[config.mk]
export PLATFORM = sky130hd
export DESIGN_NAME = led_driver_i2c_register_writer_top
export DESIGN_NICKNAME = d
export VERILOG_FILES = /design/src/hw/rtl/ledw_pkg.sv /design/src/hw/rtl/ledw_front.sv /design/src/hw/rtl/ledw_fifo.sv /design/src/hw/rtl/ledw_back.sv /design/src/hw/rtl/led_driver_i2c_register_writer_top.sv
export SDC_FILE = /design/constraint.sdc
export NUM_CORES = 1
export LEC_CHECK = 0
export BUFFER_PORTS_ARGS = -buffer_cell sky130_fd_sc_hd__buf_2
export CORE_MARGIN = 3
export CORE_UTILIZATION = 30
export DETAILED_ROUTE_END_ITERATION = 12
export GPL_ROUTABILITY_DRIVEN = 0
export PLACE_DENSITY = 0.48
export SYNTH_ARGS = -nofsm -noshare
export SYNTH_HDL_FRONTEND = slang
export SYNTH_HIERARCHICAL = 1
export SYNTH_SLANG_ARGS = --single-unit
[constraint.sdc]
create_clock -name clk -period 3.2 [get_ports clk]
set_clock_uncertainty 0.2 [all_clocks]
set_input_delay 0.16 -clock clk [delete_from_list [all_inputs] [get_ports clk]]
set_output_delay 0.16 -clock clk [all_outputs]
set_load 0.02 [all_outputs]
[src/hw/rtl/ledw_pkg.sv]
// Shared types, constants and a helper function for the LED driver register writer.
package ledw_pkg;

  localparam int NUM_DIGITS = 8;
  localparam int NUM_CHIPS  = 4;
  localparam int DIG_AW     = (NUM_DIGITS > 2) ? $clog2(NUM_DIGITS) : 1;
  localparam int CHIP_AW    = (NUM_CHIPS > 2) ? $clog2(NUM_CHIPS) : 1;
  localparam int QDEPTH     = 2;
  localparam int QAW        = 1;

  localparam logic [4:0] ADDR_BASE_HI = 5'h0e;
  localparam logic [2:0] SUB_CTRL     = 3'd0;
  localparam logic [2:0] SUB_HIGH_MAX = 3'd2;
  localparam logic [2:0] SUB_LOW_MAX  = 3'd4;

  typedef enum logic [1:0] {
    PH_IDLE    = 2'd0,
    PH_SUBADDR = 2'd1,
    PH_DATA    = 2'd2
  } phase_t;

  typedef enum logic [1:0] {
    WK_NONE = 2'd0,
    WK_CTRL = 2'd1,
    WK_HIGH = 2'd2,
    WK_LOW  = 2'd3
  } write_kind_t;

  typedef struct packed {
    write_kind_t kind;
    logic [1:0]  chip;
    logic [2:0]  digit;
    logic [7:0]  data;
    logic        open_ok;
    logic        bad;
  } cmd_t;

  function automatic logic [4:0] current_ma(input logic [7:0] ctrl);
    logic [4:0] ma;
    ma = 5'd0;
    if (ctrl[4]) ma = ma + 5'd3;
    if (ctrl[5]) ma = ma + 5'd6;
    if (ctrl[6]) ma = ma + 5'd12;
    return ma;
  endfunction

endpackage

[src/hw/rtl/ledw_front.sv]
// Front end: accepts bus bytes, tracks the transfer and classifies each byte into a command.
module ledw_front (
  input  logic              clk,
  input  logic              rst_n,
  input  logic              in_valid,
  output logic              in_ready,
  input  logic [7:0]        in_bus_byte,
  input  logic              in_first_of_transfer,
  output logic              q_push,
  output ledw_pkg::cmd_t    q_cmd,
  input  logic              q_full
);

  ledw_pkg::phase_t phase_r, phase_nxt;
  logic [1:0] chip_r, chip_nxt;
  logic       invalid_r, invalid_nxt;
  logic [2:0] ptr_r, ptr_nxt;

  logic [1:0] addr_chip;
  logic       addr_bad;
  logic [2:0] dsel;

  assign in_ready  = !q_full;
  assign q_push    = in_valid && in_ready;
  assign addr_chip = in_bus_byte[2:1];
  assign addr_bad  = (in_bus_byte[7:3] != ledw_pkg::ADDR_BASE_HI)
                     || ({1'b0, addr_chip} >= 3'(ledw_pkg::NUM_CHIPS));
  assign dsel      = {chip_r, ~ptr_r[0]};

  always_comb begin
    phase_nxt   = phase_r;
    chip_nxt    = chip_r;
    invalid_nxt = invalid_r;
    ptr_nxt     = ptr_r;
    q_cmd       = '0;
    q_cmd.kind  = ledw_pkg::WK_NONE;
    q_cmd.data  = in_bus_byte;
    if (in_first_of_transfer) begin
      invalid_nxt = addr_bad;
      chip_nxt    = addr_bad ? 2'd0 : addr_chip;
      phase_nxt   = ledw_pkg::PH_SUBADDR;
    end else begin
      case (phase_r)
        ledw_pkg::PH_SUBADDR: begin
          ptr_nxt   = in_bus_byte[2:0];
          phase_nxt = ledw_pkg::PH_DATA;
        end
        ledw_pkg::PH_DATA: begin
          if (!invalid_r) begin
            if (ptr_r == ledw_pkg::SUB_CTRL) begin
              q_cmd.kind = ledw_pkg::WK_CTRL;
            end else if (ptr_r <= ledw_pkg::SUB_LOW_MAX
                         && {1'b0, dsel} < 4'(ledw_pkg::NUM_DIGITS)) begin
              q_cmd.digit = dsel;
              q_cmd.kind  = (ptr_r <= ledw_pkg::SUB_HIGH_MAX) ? ledw_pkg::WK_HIGH
                                                               : ledw_pkg::WK_LOW;
            end
          end
          ptr_nxt = ptr_r + 3'd1;
        end
        default: begin
        end
      endcase
    end
    q_cmd.chip    = (phase_nxt != ledw_pkg::PH_IDLE) ? chip_nxt : 2'd0;
    q_cmd.open_ok = (phase_nxt != ledw_pkg::PH_IDLE) && !invalid_nxt;
    q_cmd.bad     = (phase_nxt != ledw_pkg::PH_IDLE) && invalid_nxt;
  end

  always_ff @(posedge clk) begin
    if (!rst_n) begin
      phase_r   <= ledw_pkg::PH_IDLE;
      chip_r    <= 2'd0;
      invalid_r <= 1'b0;
      ptr_r     <= 3'd0;
    end else if (q_push) begin
      phase_r   <= phase_nxt;
      chip_r    <= chip_nxt;
      invalid_r <= invalid_nxt;
      ptr_r     <= ptr_nxt;
    end
  end

endmodule

[src/hw/rtl/ledw_fifo.sv]
// Short command queue between the front end and the back end.
module ledw_fifo (
  input  logic           clk,
  input  logic           rst_n,
  input  logic           push,
  input  ledw_pkg::cmd_t push_cmd,
  output logic           full,
  input  logic           pop,
  output ledw_pkg::cmd_t pop_cmd,
  output logic           not_empty
);

  ledw_pkg::cmd_t          mem_r [ledw_pkg::QDEPTH];
  logic [ledw_pkg::QAW-1:0] wp_r, rp_r;
  logic [ledw_pkg::QAW:0]   cnt_r;

  assign full      = (cnt_r == (ledw_pkg::QAW+1)'(ledw_pkg::QDEPTH));
  assign not_empty = (cnt_r != '0);
  assign pop_cmd   = mem_r[rp_r];

  always_ff @(posedge clk) begin
    if (push) begin
      mem_r[wp_r] <= push_cmd;
    end
  end

  always_ff @(posedge clk) begin
    if (!rst_n) begin
      wp_r  <= '0;
      rp_r  <= '0;
      cnt_r <= '0;
    end else begin
      if (push) wp_r <= wp_r + 1'b1;
      if (pop)  rp_r <= rp_r + 1'b1;
      if (push && !pop) cnt_r <= cnt_r + 1'b1;
      else if (pop && !push) cnt_r <= cnt_r - 1'b1;
    end
  end

  a_no_overflow: assert property (@(posedge clk) disable iff (!rst_n)
    full |-> !push)
    else $error("Command queue written while full.");

  a_no_underflow: assert property (@(posedge clk) disable iff (!rst_n)
    pop |-> not_empty)
    else $error("Command queue read while empty.");

endmodule

[src/hw/rtl/ledw_back.sv]
// Back end: applies commands to the digit and control stores and registers each result.
module ledw_back (
  input  logic           clk,
  input  logic           rst_n,
  input  logic           q_valid,
  input  ledw_pkg::cmd_t q_cmd,
  output logic           q_pop,
  output logic           out_valid,
  input  logic           out_ready,
  output logic [1:0]     out_write_kind,
  output logic [1:0]     out_chip_index,
  output logic [2:0]     out_digit_index,
  output logic [15:0]    out_digit_value,
  output logic [4:0]     out_led_current_ma,
  output logic           out_bad_chip_address
);

  logic [15:0] digit_r [ledw_pkg::NUM_DIGITS];
  logic [7:0]  ctrl_r  [ledw_pkg::NUM_CHIPS];

  logic        out_valid_r;
  logic [1:0]  kind_r, chip_out_r;
  logic [2:0]  digit_out_r;
  logic [15:0] value_r;
  logic [4:0]  ma_r;
  logic        bad_r;

  logic [ledw_pkg::DIG_AW-1:0]  didx;
  logic [ledw_pkg::CHIP_AW-1:0] cidx;
  logic [15:0] old_val, new_val;
  logic [7:0]  ctrl_now;
  logic        is_digit;

  assign q_pop    = q_valid && (!out_valid_r || out_ready);
  assign didx     = q_cmd.digit[ledw_pkg::DIG_AW-1:0];
  assign cidx     = q_cmd.chip[ledw_pkg::CHIP_AW-1:0];
  assign old_val  = digit_r[didx];
  assign is_digit = (q_cmd.kind == ledw_pkg::WK_HIGH) || (q_cmd.kind == ledw_pkg::WK_LOW);
  assign new_val  = (q_cmd.kind == ledw_pkg::WK_HIGH) ? {q_cmd.data, old_val[7:0]}
                                                      : {old_val[15:8], q_cmd.data};
  assign ctrl_now = (q_cmd.kind == ledw_pkg::WK_CTRL) ? q_cmd.data : ctrl_r[cidx];

  always_ff @(posedge clk) begin
    if (!rst_n) begin
      for (int i = 0; i < ledw_pkg::NUM_DIGITS; i++) digit_r[i] <= 16'd0;
      for (int i = 0; i < ledw_pkg::NUM_CHIPS; i++) ctrl_r[i] <= 8'd0;
    end else if (q_pop) begin
      if (is_digit) digit_r[didx] <= new_val;
      if (q_cmd.kind == ledw_pkg::WK_CTRL) ctrl_r[cidx] <= q_cmd.data;
    end
  end

  always_ff @(posedge clk) begin
    if (!rst_n) begin
      out_valid_r <= 1'b0;
    end else if (q_pop) begin
      out_valid_r <= 1'b1;
    end else if (out_ready) begin
      out_valid_r <= 1'b0;
    end
  end

  always_ff @(posedge clk) begin
    if (q_pop) begin
      kind_r      <= q_cmd.kind;
      chip_out_r  <= q_cmd.open_ok ? q_cmd.chip : 2'd0;
      digit_out_r <= is_digit ? q_cmd.digit : 3'd0;
      value_r     <= is_digit ? new_val : 16'd0;
      ma_r        <= q_cmd.open_ok ? ledw_pkg::current_ma(ctrl_now) : 5'd0;
      bad_r       <= q_cmd.bad;
    end
  end

  assign out_valid            = out_valid_r;
  assign out_write_kind       = kind_r;
  assign out_chip_index       = chip_out_r;
  assign out_digit_index      = digit_out_r;
  assign out_digit_value      = value_r;
  assign out_led_current_ma   = ma_r;
  assign out_bad_chip_address = bad_r;

  a_ctrl_written: assert property (@(posedge clk) disable iff (!rst_n)
    q_pop && q_cmd.kind == ledw_pkg::WK_CTRL |=> ctrl_r[$past(cidx)] == $past(q_cmd.data))
    else $error("Control byte not stored after a control write.");

  a_bad_no_write: assert property (@(posedge clk) disable iff (!rst_n)
    out_valid && out_bad_chip_address |-> out_write_kind == ledw_pkg::WK_NONE
                                          && out_led_current_ma == 5'd0)
    else $error("Transaction with a bad chip address wrote or reported current.");

endmodule

[src/hw/rtl/led_driver_i2c_register_writer_top.sv]
// Each accepted byte is queued; out_valid rises once the back end pops it and registers the
// result. Throughput: one byte per cycle while the queue is not full, set by the front
// transfer tracker and the back store update. A two-entry command queue lets the front keep
// accepting while the back waits on out_ready. Reset (synchronous, active low) returns the
// transfer to idle and clears all digit and control stores and the queue.
module led_driver_i2c_register_writer_top (
  input  logic        clk,
  input  logic        rst_n,
  input  logic        in_valid,
  output logic        in_ready,
  input  logic [7:0]  in_bus_byte,
  input  logic        in_first_of_transfer,
  output logic        out_valid,
  input  logic        out_ready,
  output logic [1:0]  out_write_kind,
  output logic [1:0]  out_chip_index,
  output logic [2:0]  out_digit_index,
  output logic [15:0] out_digit_value,
  output logic [4:0]  out_led_current_ma,
  output logic        out_bad_chip_address
);

  logic           q_push, q_full, q_pop, q_valid;
  ledw_pkg::cmd_t push_cmd, pop_cmd;

  ledw_front u_front (
    .clk                  (clk),
    .rst_n                (rst_n),
    .in_valid             (in_valid),
    .in_ready             (in_ready),
    .in_bus_byte          (in_bus_byte),
    .in_first_of_transfer (in_first_of_transfer),
    .q_push               (q_push),
    .q_cmd                (push_cmd),
    .q_full               (q_full)
  );

  ledw_fifo u_fifo (
    .clk       (clk),
    .rst_n     (rst_n),
    .push      (q_push),
    .push_cmd  (push_cmd),
    .full      (q_full),
    .pop       (q_pop),
    .pop_cmd   (pop_cmd),
    .not_empty (q_valid)
  );

  ledw_back u_back (
    .clk                  (clk),
    .rst_n                (rst_n),
    .q_valid              (q_valid),
    .q_cmd                (pop_cmd),
    .q_pop                (q_pop),
    .out_valid            (out_valid),
    .out_ready            (out_ready),
    .out_write_kind       (out_write_kind),
    .out_chip_index       (out_chip_index),
    .out_digit_index      (out_digit_index),
    .out_digit_value      (out_digit_value),
    .out_led_current_ma   (out_led_current_ma),
    .out_bad_chip_address (out_bad_chip_address)
  );

endmodule

==> qor_table.md <==
| Group | Parameter | This run |
|---|---|---|
| placement | HPWL reported at the end of detailed placement | 18.3 mm |
| logic synthesis | Number of enable flip-flop cells after synthesis | 203 |
| logic synthesis | Biggest area consumer among synthesized cells | sky130_fd_sc_hd__edfxtp_1 |
| detailed routing | Wirelength, routed | 27.1 mm |
| cells and area | Area used by multi-input combinational logic | 3160 sq um |
| job | Number of maximum-capacitance violations | 0 |
| cts | CTS resizes | 0 |
| detailed routing | Routed wirelength normalized by instance count | 20.5 microns |
| worst setup path | Critical Path Source Type | register |
| detailed routing | Total number of vias | 6551 |
| cts | Clock latency on the worst-skew pair | 0.52 ns |
| sta | Maximum achievable frequency | 339 MHz |
| floorplanning | Starting Density | 30.9% |
| detailed routing | Number of nets still failing antenna checks after routing | 0 |
| cells and area | Inserted Diodes | 0 |
| worst setup path | Endpoint type of the worst setup path | register |
| cts | CTS clk-pin slew, worst paths | 0.06 ns |
| floorplanning | Chip Height | 188 microns |
| sta | Hold WS | 0.191 ns |
| cells and area | Final Util | 36.9% |
| sta | Final critical path time including I/O delays and setup | 2.95 ns |
| floorplanning | Number of core rows | 65 |
| global route | First-pass GRT wire length | 41.4 mm |
| worst setup path | Crit Path Class | register to register |
| detailed routing | Number of remaining DRC errors | 0 |
| worst setup path | Worst Path Max Fanout | 12 |
| sta | Transition time of the tightest slew-check pin | 0.722 ns |
| worst setup path | Delay of the slowest cell on the worst path | 0.54 ns |
| floorplanning | Placeable core area | 32000 sq um |
| placement | Minimum setup slack after placement | 0.293 ns |
| cells and area | Area growth, synth to finish | 19.4% |
| cells and area | Filler instances | 3161 |
| logic synthesis | Number of cells produced by synthesis | 773 |
| logic synthesis | Synth top area share | 61.5% |
| sta | Max Transition Viols Final | 0 |
| global route | Sum of overflow across all layers after global routing | 0 |
| logic synthesis | Fraction of synthesis flops using an asynchronous set or reset pin | 0% |
| global route | Pin count of the biggest net entering global routing | 30 |
| worst setup path | Combined buffer and inverter count along the critical path | 3 |
| worst setup path | Cells along the critical path | mux2_2, buf_4, inv_1, nor3_1, nand2_1, nand2_1, buf_4 |
| cells and area | Final-stage net count | 892 |
| placement | Count of input and output buffers | 43 |
| detailed routing | Number of DRC markers in iteration 0 | 474 |
| logic synthesis | Average cell area after synthesis | 12.8 sq um |
| worst setup path | Category of cells accounting for the largest share of critical-path delay | simple AND/OR/NAND/NOR gates |
| sta | Setup repair after global routing missed its margin | no |
| cts | # clock sinks | 217 |
| power | Pleak | 4.38 nW |
| cts | CTS buffer count | 25 |
| floorplanning | Horizontal extent of the die | 188 microns |
| cells and area | Sequential Area | 6380 sq um |
| power | Power density of the placed cells | 816 nW/um^2 |
| logic synthesis | Cells taking the most area after synthesis | sky130_fd_sc_hd__edfxtp_1, sky130_fd_sc_hd__nor2_1, sky130_fd_sc_hd__mux2i_1 |
| global route | Number of global-route vias before repair | 6689 |
| global route | Antenna violations before repair | 0 |
| logic synthesis | Synthesized flop and latch total | 217 |
| worst setup path | Endpoint arrival time on the critical path | 2.94 ns |
| sta | Portion of the clock cycle consumed by the worst path in the final layout | 92.2% |
| cts | TritonCTS clock tree | yes |
| sta | Final count of negative-setup-slack endpoints | 0 |
| logic synthesis | Sequential fraction of the synthesis area | 64.3% |
| worst setup path | Data required time at the worst endpoint | 3.19 ns |
| floorplanning | Die Outline Area | 35300 sq um |
| detailed routing | Per-cell via count in the routed design | 4.95 |
| power | VDD IR-drop max | 353 uV |
| logic synthesis | Most frequent cell after synthesis | sky130_fd_sc_hd__edfxtp_1 |
| status | Status | finished clean |
| sta | Final Hold Fails | 0 |
| logic synthesis | Post-synthesis cell type count | 66 |
| cells and area | Fraction of final layout cells with drive strength greater than 1 | 23.5% |
| worst hold path | Class of the tightest hold or removal check | primary input to register |
| global route | Global-route total usage across every layer | 15.4% |
| cts | Clock buffer depth | 3 |
| logic synthesis | Post-Syn Area | 9910 sq um |
| cts | H-tree levels | 1 |
| sta | Worst slew slack as a fraction of its limit | 51.6% |
| detailed routing | Detailed-router iteration count before antenna repair | 5 |
| logic synthesis | Net count after synthesis | 795 |
| logic synthesis | Synth Flop Type | sky130_fd_sc_hd__edfxtp_1 |
| worst setup path | Slowest library cell on the worst path | sky130_fd_sc_hd__nor3_1 |
| sta | Least setup slack across all paths after layout | 0.250 ns |
| logic synthesis | Post-synth top cells | sky130_fd_sc_hd__edfxtp_1, sky130_fd_sc_hd__nor2_1, sky130_fd_sc_hd__nand2_1 |
| logic synthesis | Number of warnings reported in the yosys synthesis log | 6 |
| floorplanning | Ports | 44 |
| sta | Summed negative setup slack over all endpoints | 0 ns |
| cts | Clk Tree Root Cell | sky130_fd_sc_hd__clkbuf_16 |
[final cells by class]
class | count | share of cell area (%)
sequential | 217 | 53.9
multi-input combinational | 482 | 26.7
timing repair buffer | 122 | 7.30
clock buffer | 30 | 5.53
tap | 435 | 4.60
clock inverter | 15 | 1.31
inverter | 22 | 0.698
[cells by family (layout without fill, tap and decap cells)]
family,count (synthesis),in the layout,synth area share (%)
fa+ha+maj,9,9,1.14
mux,65,65,7.83
flops,217,217,64.3
simple gates,295,295,14.3
buf+inv,74,189,3.85
compound gates,109,109,8.18
xor+xnor,4,4,0.354
[worst paths after layout]
path,from,end,slack (ns),cells past startpoint
worst max-delay path,register,u_back/digit_r[5][14],0.25,7
worst min-delay path,in_bus_byte[5],u_fifo/mem_r[1][7],0.19,2
worst max register to register,register,u_back/digit_r[5][14],0.25,7
worst min register to register,u_fifo/cnt_r[1],u_fifo/cnt_r[1],0.30,2
[what timing repair did]
item,in CTS,in global routing
buffers inserted,0,0
endpoints found under the hold margin,34,0
hold buffers,12,0
[where the power goes]
part	switching, mW	total (mW)	internal [mW]
Combinational	2.03	3.11	1.08
Clock	1.12	2.81	1.69
Sequential	0.123	3.73	3.61
Total	3.28	9.65	6.38
[cells in the final DEF, fill, tap and decap left out, types with 18 or more instances in the layout]
master,instances
sky130_fd_sc_hd__and2_1,18
sky130_fd_sc_hd__buf_2,43
sky130_fd_sc_hd__buf_4,65
sky130_fd_sc_hd__clkbuf_16,25
sky130_fd_sc_hd__edfxtp_1,203
sky130_fd_sc_hd__inv_1,22
sky130_fd_sc_hd__mux2_2,19
sky130_fd_sc_hd__mux2i_1,37
sky130_fd_sc_hd__nand2_1,43
sky130_fd_sc_hd__nor2_1,132
sky130_fd_sc_hd__o21ai_0,23
[registers in the layout, indices dropped and copies added (netlist names), 2 cells and up, named ones only]
register / count
u_back/out_digit_value: 16
u_back/digit_r: 128
u_back/ctrl_r: 12
u_fifo/cnt_r: 2
u_back/out_write_kind: 2
u_front/ptr_r: 3
u_back/out_chip_index: 2
u_front/phase_r: 2
u_fifo/mem_r: 34
u_back/out_digit_index: 3
u_back/out_led_current_ma: 5
u_front/chip_r: 2
[worst register-to-register path, stage by stage (launching register included)]
cell and delay (ns):
sky130_fd_sc_hd__dfxtp_1 0.53, sky130_fd_sc_hd__mux2_2 0.23, sky130_fd_sc_hd__buf_4 0.22, sky130_fd_sc_hd__inv_1 0.18
sky130_fd_sc_hd__nor3_1 0.54, sky130_fd_sc_hd__nand2_1 0.33, sky130_fd_sc_hd__nand2_1 0.16, sky130_fd_sc_hd__buf_4 0.24
[per-layer routing]
metal / GRT usage [%] / share of wire [%]
met5: 0 / 0
met4: 4.27 / 1.9
met3: 2.43 / 5.7
met2: 24.8 / 46
met1: 21.5 / 46
[per-stage QoR]
step	instance area, sq um	total power, mW	instances
after CTS	11800	9.78	1323
after global routing	11800	10.2	1323
after global placement	10900	6.91	1266
after detailed placement	10900	6.92	1266
after floorplan	9910	5.79	773
final	11800	9.65	1323
Power figures use the tool's default switching activity.
